==> config.mk <==
export PLATFORM = sky130hd
export DESIGN_NAME = first_match_route_table
export DESIGN_NICKNAME = d
export VERILOG_FILES = /design/src/rtl/frt_pkg.sv /design/src/rtl/frt_cell.sv /design/src/rtl/first_match_route_table.sv
export SDC_FILE = /design/constraint.sdc
export NUM_CORES = 2
export LEC_CHECK = 0
export ABC_CLOCK_PERIOD_IN_PS = 16300
export BUFFER_PORTS_ARGS = -buffer_cell sky130_fd_sc_hd__buf_2
export CAP_MARGIN = 20
export CORE_MARGIN = 3
export CORE_UTILIZATION = 55
export DETAILED_ROUTE_END_ITERATION = 8
export HOLD_SLACK_MARGIN = 0.02
export PLACE_DENSITY = 0.75
export RECOVER_POWER = 50
export SETUP_SLACK_MARGIN = 0.15
export SLEW_MARGIN = 20
export SYNTH_ARGS = -nofsm -noshare
export SYNTH_HDL_FRONTEND = slang
export SYNTH_SLANG_ARGS = --single-unit
export TNS_END_PERCENT = 1
==> constraint.sdc <==
create_clock -name clk -period 16.3 [get_ports clk]
set_input_delay 0 -clock clk [delete_from_list [all_inputs] [get_ports clk]]
set_output_delay 0 -clock clk [all_outputs]
set_load 0.02 [all_outputs]
==> src/rtl/frt_pkg.sv <==
// Shared types and codes for the first-match route table.
// Depends on nothing; imported by the cell and the top level.
`timescale 1ns / 1ps

package frt_pkg;

  localparam logic [1:0] CMD_APPEND = 2'd0;
  localparam logic [1:0] CMD_LOOKUP = 2'd1;
  localparam logic [1:0] CMD_CLEAR  = 2'd2;

  localparam logic [2:0] ST_ADDED    = 3'd0;
  localparam logic [2:0] ST_FULL     = 3'd1;
  localparam logic [2:0] ST_MATCH    = 3'd2;
  localparam logic [2:0] ST_FALLBACK = 3'd3;
  localparam logic [2:0] ST_EMPTY    = 3'd4;
  localparam logic [2:0] ST_CLEARED  = 3'd5;

  typedef struct packed {
    logic [1:0]  command;
    logic [31:0] route_prefix;
    logic [31:0] next_hop;
    logic [31:0] prefix_mask;
    logic [7:0]  route_flags;
    logic [31:0] route_metric;
    logic [1:0]  device_index;
    logic [31:0] lookup_addr;
  } req_t;

  typedef struct packed {
    logic [2:0]  status;
    logic [31:0] out_prefix;
    logic [31:0] out_next_hop;
    logic [31:0] out_mask;
    logic [7:0]  out_flags;
    logic [31:0] out_metric;
    logic [1:0]  out_device;
    logic [3:0]  out_slot;
  } rsp_t;

  typedef struct packed {
    logic [31:0] prefix;
    logic [31:0] next_hop;
    logic [31:0] mask;
    logic [7:0]  flags;
    logic [31:0] metric;
    logic [1:0]  device;
  } entry_t;

  // Search token handed from cell to cell during a lookup.
  typedef struct packed {
    logic        valid;
    logic        found;
    logic [31:0] addr;
    entry_t      entry;
    logic [3:0]  slot;
  } token_t;

endpackage

==> src/rtl/frt_cell.sv <==
// One route slot of the table plus one stage of the search chain.
// Depends on frt_pkg.
`timescale 1ns / 1ps

module frt_cell
  import frt_pkg::*;
#(
  parameter int CELL_INDEX = 0,
  parameter int CNT_W      = 5
) (
  input  logic             clk,
  input  logic             rst,
  input  logic             wr_en,
  input  entry_t           wr_entry,
  input  logic [CNT_W-1:0] count,
  input  token_t           tok_in,
  output token_t           tok_out
);

  localparam logic [CNT_W-1:0] IDX = CNT_W'(CELL_INDEX);

  entry_t entry;
  token_t tok_next;
  logic   live;
  logic   hit;
  logic   last;

  always_ff @(posedge clk) begin
    if (wr_en) begin
      entry <= wr_entry;
    end
  end

  always_comb begin
    live = count > IDX;
    last = count == IDX + CNT_W'(1);
    hit  = live && ((tok_in.addr & entry.mask) == (entry.prefix & entry.mask));
    tok_next = tok_in;
    // The last live cell loads itself as the fallback answer when nothing matched.
    if (tok_in.valid && !tok_in.found && (hit || last)) begin
      tok_next.found = hit;
      tok_next.entry = entry;
      tok_next.slot  = 4'(CELL_INDEX);
    end
  end

  always_ff @(posedge clk) begin
    if (rst) begin
      tok_out.valid <= 1'b0;
    end else begin
      tok_out.valid <= tok_next.valid;
    end
    tok_out.found <= tok_next.found;
    tok_out.addr  <= tok_next.addr;
    tok_out.entry <= tok_next.entry;
    tok_out.slot  <= tok_next.slot;
  end

endmodule

==> src/rtl/first_match_route_table.sv <==
// Top level of the first-match route table: command decode, entry count,
// result register and the chain of frt_cell slots. Depends on frt_pkg, frt_cell.
`timescale 1ns / 1ps

// An ordered route table of ENTRIES slots, searched first to last. A command
// beat is taken at a rising edge where start is high and busy is low. Append,
// clear, and a lookup on an empty table answer in the cycle after the beat and
// leave busy low, so such commands can be issued every cycle. A lookup on a
// non-empty table sends a search token down the row of cells, one cell per
// cycle, through the register of every one of the ENTRIES cells and then the
// result register, and busy stays high meanwhile. Every result is shown on the
// result port for exactly one cycle with done high, and the receiver cannot
// hold it off. Command code 3 is taken and produces no result.
module first_match_route_table
  import frt_pkg::*;
#(
  parameter int ENTRIES = 16,
  parameter int DEVICES = 4
) (
  input  logic clk,
  input  logic rst,
  input  logic start,
  input  req_t request,
  output logic busy,
  output logic done,
  output rsp_t result
);

  localparam int CNT_W   = $clog2(ENTRIES + 1);
  // A 2-bit device field can never reach DEVICES when DEVICES is 4 or more.
  localparam int DEV_MAX = ((DEVICES > 4) ? 4 : DEVICES) - 1;
  localparam logic [CNT_W-1:0] FULL_CNT = CNT_W'(ENTRIES);

  logic [CNT_W-1:0] count;
  logic [CNT_W-1:0] count_next;
  logic             busy_next;
  logic             done_next;
  rsp_t             result_next;
  logic             accept;
  logic             append_ok;
  entry_t           new_entry;
  token_t           tok [ENTRIES+1];

  assign accept = start && !busy;

  // The route being appended, with out-of-range device numbers clamped.
  always_comb begin
    new_entry.prefix   = request.route_prefix;
    new_entry.next_hop = request.next_hop;
    new_entry.mask     = request.prefix_mask;
    new_entry.flags    = request.route_flags;
    new_entry.metric   = request.route_metric;
    new_entry.device   = request.device_index;
    if (32'(request.device_index) > DEV_MAX) begin
      new_entry.device = 2'(DEV_MAX);
    end
  end

  assign append_ok = accept && (request.command == CMD_APPEND) && (count < FULL_CNT);

  // Search token entering the first cell.
  always_comb begin
    tok[0]       = '0;
    tok[0].valid = accept && (request.command == CMD_LOOKUP) && (count != '0);
    tok[0].addr  = request.lookup_addr;
  end

  for (genvar i = 0; i < ENTRIES; i++) begin : g_cell
    frt_cell #(
      .CELL_INDEX (i),
      .CNT_W      (CNT_W)
    ) u_cell (
      .clk      (clk),
      .rst      (rst),
      .wr_en    (append_ok && (count == CNT_W'(i))),
      .wr_entry (new_entry),
      .count    (count),
      .tok_in   (tok[i]),
      .tok_out  (tok[i+1])
    );
  end

  always_comb begin
    count_next  = count;
    busy_next   = busy;
    done_next   = 1'b0;
    result_next = '0;
    if (tok[ENTRIES].valid) begin
      // The search token left the last cell: report what it carries.
      busy_next               = 1'b0;
      done_next               = 1'b1;
      result_next.status      = tok[ENTRIES].found ? ST_MATCH : ST_FALLBACK;
      result_next.out_prefix  = tok[ENTRIES].entry.prefix;
      result_next.out_next_hop = tok[ENTRIES].entry.next_hop;
      result_next.out_mask    = tok[ENTRIES].entry.mask;
      result_next.out_flags   = tok[ENTRIES].entry.flags;
      result_next.out_metric  = tok[ENTRIES].entry.metric;
      result_next.out_device  = tok[ENTRIES].entry.device;
      result_next.out_slot    = tok[ENTRIES].slot;
    end else if (accept) begin
      unique case (request.command)
        CMD_APPEND: begin
          done_next = 1'b1;
          if (count < FULL_CNT) begin
            result_next.status   = ST_ADDED;
            result_next.out_slot = 4'(count);
            count_next           = count + CNT_W'(1);
          end else begin
            result_next.status = ST_FULL;
          end
        end
        CMD_LOOKUP: begin
          if (count == '0) begin
            done_next          = 1'b1;
            result_next.status = ST_EMPTY;
          end else begin
            busy_next = 1'b1;
          end
        end
        CMD_CLEAR: begin
          done_next          = 1'b1;
          result_next.status = ST_CLEARED;
          count_next         = '0;
        end
        default: begin
        end
      endcase
    end
  end

  always_ff @(posedge clk) begin
    if (rst) begin
      count <= '0;
      busy  <= 1'b0;
      done  <= 1'b0;
    end else begin
      count <= count_next;
      busy  <= busy_next;
      done  <= done_next;
    end
    result <= result_next;
  end

endmodule

# [After elaboration in Yosys (flattened, before gate mapping)]
# Index checks and enable logic that the tools add are counted.
[word_totals] ff_bits=5140 input_bits=175 output_inout_bits=147 wordCells=506
[op_classes] add_sub_neg=1 magnitude_cmp=17 eq_ne=35 muxes=46 bitwise=34 n_reduce_logical=108
[op_table] op="142-bit two-way mux" count=15
[op_table] op="32-bit AND" count=32
[op_table] op="32-bit == test" count=16
[op_table] op="1-bit logical AND" count=68
[op_table] op="5-bit by 4-bit == test with 1-bit output (second input constant)" count=8
[op_table] op="5-bit by 4-bit > comparator with 1-bit output (second input constant)" count=8
[op_table] op="5-bit by 3-bit == test with 1-bit output (second input constant)" count=4
[op_table] op="5-bit by 3-bit > comparator with 1-bit output (second input constant)" count=4
[op_table] op="1-bit two-way mux" count=20
[op_table] op="1-bit logical NOT" count=16
[op_table] op="1-bit logical OR" count=16
[op_table] op="4-bit two-way mux" count=4
[op_table] op="5-bit by 2-bit == test with 1-bit output (second input constant)" count=2
[op_table] op="5-bit by 1-bit > comparator with 1-bit output (second input constant)" count=2
[op_table] op="5-bit by 2-bit > comparator with 1-bit output (second input constant)" count=2
[op_table] op="5-bit case mux with 2 select lines" count=1
[op_table] op="3-bit two-way mux" count=3
[op_table] op="3-bit case mux with 3 select lines" count=1
[op_table] op="5-bit by 1-bit adder with 5-bit output (second input constant)" count=1
[op_table] op="5-bit by 1-bit == test with 1-bit output (second input constant)" count=1
[op_table] op="5-bit == test (second input constant)" count=1
[op_table] op="5-bit logical NOT" count=1
[op_table] op="5-bit < comparator (second input constant)" count=1
[op_table] op="5-bit two-way mux" count=1
[op_table] op="other kinds (11)" count=13

# [Depth between registers and ports, before layout]
[depth] word_depth=6 ltp_mapped=12

# [Cells and area by module]
# A second synthesis with hierarchy kept.
[hier_totals] hier_cells=8947 area_unflattened_um2=163317.9
[modules_own_cells] module="frt_cell (g_cell[15].u_cell)" n_inst=1 cells_per_inst=533 area_each_um2=10142.2 seq_area_each_um2=7667.4
[modules_own_cells] module="frt_cell (g_cell[1].u_cell)" n_inst=1 cells_per_inst=533 area_each_um2=10112.2 seq_area_each_um2=7667.4
[modules_own_cells] module="frt_cell (g_cell[7].u_cell)" n_inst=1 cells_per_inst=534 area_each_um2=10108.4 seq_area_each_um2=7667.4
[modules_own_cells] module="frt_cell (g_cell[12].u_cell)" n_inst=1 cells_per_inst=535 area_each_um2=9917.0 seq_area_each_um2=7667.4
[modules_own_cells] module="frt_cell (g_cell[14].u_cell)" n_inst=1 cells_per_inst=534 area_each_um2=9903.2 seq_area_each_um2=7667.4
[modules_own_cells] module="frt_cell (g_cell[3].u_cell)" n_inst=1 cells_per_inst=535 area_each_um2=9903.2 seq_area_each_um2=7667.4
[modules_own_cells] module="frt_cell (g_cell[6].u_cell)" n_inst=1 cells_per_inst=531 area_each_um2=9887.0 seq_area_each_um2=7667.4
[modules_own_cells] module="frt_cell (g_cell[10].u_cell)" n_inst=1 cells_per_inst=536 area_each_um2=9883.2 seq_area_each_um2=7667.4
[modules_own_cells] module="frt_cell (g_cell[8].u_cell)" n_inst=1 cells_per_inst=536 area_each_um2=9877.0 seq_area_each_um2=7667.4
[modules_own_cells] module="frt_cell (g_cell[9].u_cell)" n_inst=1 cells_per_inst=535 area_each_um2=9873.2 seq_area_each_um2=7667.4
[modules_own_cells] module="frt_cell (g_cell[11].u_cell)" n_inst=1 cells_per_inst=537 area_each_um2=9872.0 seq_area_each_um2=7667.4
[modules_own_cells] module="frt_cell (g_cell[4].u_cell)" n_inst=1 cells_per_inst=535 area_each_um2=9872.0 seq_area_each_um2=7667.4
[modules_own_cells] module="frt_cell (g_cell[0].u_cell)" n_inst=1 cells_per_inst=532 area_each_um2=9865.7 seq_area_each_um2=7667.4
[modules_own_cells] module="frt_cell (g_cell[5].u_cell)" n_inst=1 cells_per_inst=533 area_each_um2=9865.7 seq_area_each_um2=7667.4
[modules_own_cells] module="3 more rows"

# [Worst setup path after synthesis]
# Ideal clock, no wire load.
[synth_timing] path_type="reg-to-reg" from="register count[0]" to="register g_cell[14].u_cell.entry[0] (netlist name), enable pin" setup_time_ns=1.028 arrival_time_ns=15.672 setup_slack_ns=-0.400 path_stages_with_launch=8 path_buffers=3 synth_period_minus_slack_ns=16.700 path_cell_list="dfxtp_1 -> buf_2 -> nor2_1 -> nand2_1 -> nor3_1 -> clkbuf_1 -> clkbuf_1 -> nor4b_1"
[synth_via] elab_chain_len=3 elab_cells_between_ends=4 cone_classes="1 x order compare; 1 x eq/ne; 2 x reduce/logical"
[synth_lines] element="start: declaration" line_no="first_match_route_table.sv:34" rtl="logic [CNT_W-1:0] count;"
[synth_lines] element="start signal: assignment" line_no="first_match_route_table.sv:137" rtl="count <= count_next;"
[synth_lines] element="5-bit < comparator" line_no="first_match_route_table.sv:59" rtl="assign append_ok = accept && (request.command == CMD_APPEND) && (count < FULL_CNT);"
[synth_lines] element="1-bit logical AND" line_no="first_match_route_table.sv:59"
[synth_lines] element="1-bit logical AND *" line_no="first_match_route_table.sv:75" rtl=".wr_en (append_ok && (count == CNT_W'(i))),"
[synth_lines] element="net g_cell[14].u_cell.wr_en" line_no="frt_cell.sv:13" rtl="input logic wr_en,"
[synth_lines] element="end signal: assignment" line_no="frt_cell.sv:30" rtl="entry <= wr_entry;"
[synth_lines] element="end: declaration" line_no="frt_cell.sv:22" rtl="entry_t entry;"
# Mark *: on every way through the listed nets, which the timed path passes. The rest lies on a longest branch.
# A chain may end at the register's enable or synchronous reset.

==> PnR_summary.wiki <==
{| class="wikitable"
! Metric !! Value
|-
| Count of buffers added by post-CTS timing repair for setup || 0
|-
| Pre-Repair DR Iteration Count || 5
|-
| Critical path fanouts, max || 141
|-
| Wire length of the first global-routing pass || 551000 µm
|-
| Net total in the final layout || 10500
|-
| Die extent in x || 549 µm
|-
| Fraction of layout cells with a size suffix above 1 || 0.254
|-
| CTS Hold Buffers Added || between 200 and 300
|-
| Area enclosed by the die boundary || 302000 µm²
|-
| Worst Path Class, Setup || reg -> reg
|-
| Library cell contributing the largest single delay on the critical path || sky130_fd_sc_hd__clkbuf_1
|-
| Vias per inst || 5.46
|-
| Pin count of the biggest net entering global routing || between 100 and 150
|-
| Worst EP arrival || between 10000 and 15000 ps
|-
| DRC viols || 0
|-
| Synth Instances || 9474
|-
| Placer congestion estimate || 0.973
|-
| Net Count, Synth || 9653
|-
| Failing checks || capacitance limit, slew limit
|-
| Endpoint with the worst hold slack || result[144]$_SDFF_PP0_
|-
| Die Y-Extent || 549 µm
|-
| Cell class contributing the biggest share of worst-path delay || buffers and inverters
|-
| Library cell used as clock root buffer || sky130_fd_sc_hd__clkbuf_16
|-
| Post-route ant nets || 0
|-
| Netlist area before placement || 162000 µm²
|-
| Yosys top cell by area || sky130_fd_sc_hd__edfxtp_1
|-
| Max IR drop VDD || just over 0.0001 V
|-
| Post-cts sizing count || 0
|-
| Setup repair after global routing missed its margin || no
|-
| Total Neg Setup Slack || 0 ps
|-
| Leakage power summed over all cells || 70.9 nW
|-
| Final Setup Violations || 0
|-
| Type of the tightest min-delay check || in -> reg
|-
| Syn Area/Cell || ~17 µm²
|-
| Start point of the worst min-delay path || start
|-
| Worst setup slack for register-to-register paths || 6420 ps
|-
| Max-slew violations || 2053
|-
| Post-placement cell area || 168000 µm²
|-
| Worst stage delay on the critical path || 6430 ps
|-
| Most used flip-flop cell after synthesis || sky130_fd_sc_hd__dfxtp_1
|-
| Highest attainable clock frequency || just over 100 MHz
|-
| Std cell rows || 198
|-
| Async set or reset register ratio after synthesis || 0
|-
| Leftover overflow at the end of global routing || 0
|-
| Worst slew pin tran || approximately 9400 ps
|-
| Net switching component of the power || 4.92 mW
|-
| WL final || 377000 µm
|-
| CTS H-tree lvls || 5
|-
| Most common library cell in the layout ignoring fill and taps || sky130_fd_sc_hd__dfxtp_1
|-
| Critical Path Sink Type || flip-flop
|-
| Worst reg2reg startpoint || count[3]$_SDFFE_PP0P_
|-
| Gate power share || 0.015
|-
| Estimated wirelength of the detail-placed design || 246000 µm
|-
| Final Critical Period || 9880 ps
|-
| Number of clock sinks || ~5100
|-
| Buf/Inv on CP || 1
|-
| Commonest non-fill, non-tap cells in the layout || 2921 x sky130_fd_sc_hd__dfxtp_1, 2208 x sky130_fd_sc_hd__edfxtp_1, 1798 x sky130_fd_sc_hd__mux2_2
|-
| CP startpoint kind || flip-flop
|-
| Number of synthesized flops with an enable pin || 2208
|-
| Number of violations reported at the end of detailed-routing iteration 0 || around 7100
|-
| Final routed wire length divided by cell count || 25.8 µm
|-
| Starting density of the core || 0.555
|-
| Number of global-route vias before repair || just over 80000
|-
| Sequential share of power || 0.548
|-
| Number of vias after detailed routing || 79700
|-
| Relative max-transition margin || -5.26
|-
| Fraction of power spent switching nets || 0.199
|-
| Critical-path cell list || a311oi_1, a21oi_1, nand4_1, a2111oi_0, a21oi_4, clkbuf_1, mux2_2
|-
| Core area || 292000 µm²
|-
| Reg2reg end || g_cell[6].u_cell.tok_out[95]$_DFF_P_
|-
| Clock latency on the worst-skew pair || 970 ps
|-
| Final cycle utilization of the critical path || 0.606
|-
| Run status || finished, violations left
|-
| Number of antenna violations at the first check in global routing || 29
|-
| # Max-Cap Violations || 66
|-
| Count of port buffers added during placement || 321
|-
| CTS tree || yes
|-
| Critical path data required time || around 17000 ps
|-
| Cell internal power dissipation || a little under 20 mW
|-
| Fraction of power consumed by the clock network || 0.437
|-
| Worst hold path depth || 4
|-
| Dominant cells by area after synthesis || sky130_fd_sc_hd__edfxtp_1 41%, sky130_fd_sc_hd__dfxtp_1 36%, sky130_fd_sc_hd__mux2_2 13%
|-
| FF-to-FF path depth || 7
|-
| Power density normalized to cell area || 133 nW/µm²
|-
| All-layer global routing usage || 0.245
|-
| Final count of hold timing violations || 0
|-
| Clock edge transition at the registers on the reported setup and hold paths || roughly 60 ps
|-
| Area of all placed cells without fillers || 186000 µm²
|-
| Sequential fraction of the synthesis area || 0.769
|-
| Number of top-level pins || between 300 and 400
|-
| Synth cell types || 50
|-
| Number of instances in the placed design || 13400
|-
| Number of CTS-inserted buffers || between 400 and 500
|-
| Worst Skew || 55.3 ps
|-
| Number of warnings printed during yosys synthesis || 0
|-
| Signed area change from the synthesized netlist to the final layout || 14.7%
|-
| Maximum clock path buffer count || 4
|-
| Top-area cell type share of the netlist area || 0.408
|-
| Final Instance Count excl. Fillers || 14600
|-
| Register bit total from synthesis || about 5100
|}
## stage by stage
| stage | power (mW) | util | hold WS [ps] | setup slack, ps |
|---|---|---|---|---|
| floorplan | 13.9 | - | 27.7 | 4800 |
| global placement | 14.1 | 0.576 | 129 | 11250 |
| detailed placement | 14.1 | 0.576 | 134 | 11030 |
| CTS | 24.8 | 0.639 | 20.1 | 11000 |
| global route | 25.4 | 0.637 | 127 | 6060 |
| finish | 24.7 | 0.637 | 126 | 6420 |
## layer usage
layer / track usage / share of wire / vias to the layer above / wire length (µm)
met5: 0 / 0.00014 / - / 53
met1: 0.349 / 0.43 / 40100 / 163000
met3: 0.0348 / 0.063 / 619 / 23800
met4: 0.0864 / 0.038 / 8 / 14100
met2: 0.390 / 0.47 / 2826 / 175000
li1: - / - / 36100 / -
## power groups by stage
stage / combinational, mW / sequential [mW] / clock, mW
floorplan: 0.0805 / 13.8 / 0
global placement: 0.306 / 13.8 / 0
detailed placement: 0.314 / 13.8 / 0
CTS: 0.377 / 13.5 / 10.9
global route: 0.386 / 13.5 / 11.5
finish: 0.370 / 13.5 / 10.8
## synth_stat cells (all sizes together) (2+ instances only)
library cell and count:
a22oi 251, nand2 223, edfxtp 2208, nor2b 160
nor3b 5, a21oi 24, a31oi 3, and2 161
nor4 11, nand3 19, o31ai 4, nor4b 3
ha 4, a31o 14, buf 153, clkbuf 216
a2111oi 5, or3 2, nand4 53, nand2b 36
dfxtp 2921, a211oi 3, mux2 1922, nor3 27
and3 152, a41oi 154, nor2 39, a22o 3
a221oi 3, inv 17, o21ai 157, and4 2
xor2 512
## final cells by class
| cell class | count | area (µm²) |
|---|---|---|
| flip-flops and latches | 5129 | 125000 |
| fillers | 20100 | 106000 |
| multi-input cells | 3959 | 36100 |
| clock buffers | 698 | 13600 |
| well taps | 3900 | 4880 |
| repair buffers | 707 | 4840 |
| clock inverters | 183 | 1860 |
| inverters | 17 | 63.8 |
| diodes | 9 | 22.5 |
## worst min-delay path, cell delays in order
cell                            delay [ps]
sky130_fd_sc_hd__dlygate4sd3_1         530
sky130_fd_sc_hd__buf_2                 170
sky130_fd_sc_hd__nand2_1               160
sky130_fd_sc_hd__nor3_1                140
## flip-flops by register name, indices dropped and copies added, names as in the netlist
name and flops:
result 145, g_cell.u_cell.tok_out 2769, busy 1, g_cell.u_cell.entry 2208, count 5, done 1
## worst max-delay path by stage
stage                                     start                               endpoint  slack [ps]  cells past startpoint
after floorplan               busy$_SDFFE_PP0P_   g_cell[11].u_cell.entry[0]$_DFFE_PP_        4800                      7
final                     count[3]$_SDFFE_PP0P_   g_cell[6].u_cell.tok_out[95]$_DFF_P_        6420                      7
after detailed placement  count[3]$_SDFFE_PP0P_  g_cell[4].u_cell.tok_out[101]$_DFF_P_       11030                      8
after global placement    count[3]$_SDFFE_PP0P_   g_cell[4].u_cell.tok_out[98]$_DFF_P_       11250                      8
after global routing      count[3]$_SDFFE_PP0P_   g_cell[6].u_cell.tok_out[95]$_DFF_P_        6060                      7
after CTS                 count[3]$_SDFFE_PP0P_  g_cell[4].u_cell.tok_out[101]$_DFF_P_       11000                      8
## logic make-up after synthesis
logic type / Yosys count / synth area share
xor+xnor: 512 / 0.0276
fa+ha+maj: 4 / 0.000308
flops: 5129 / 0.769
compound gates: 627 / 0.0279
mux: 1922 / 0.135
simple gates: 894 / 0.0302
buf+inv: 386 / 0.0104
Note: power is estimated with default switching activity, not from simulation.
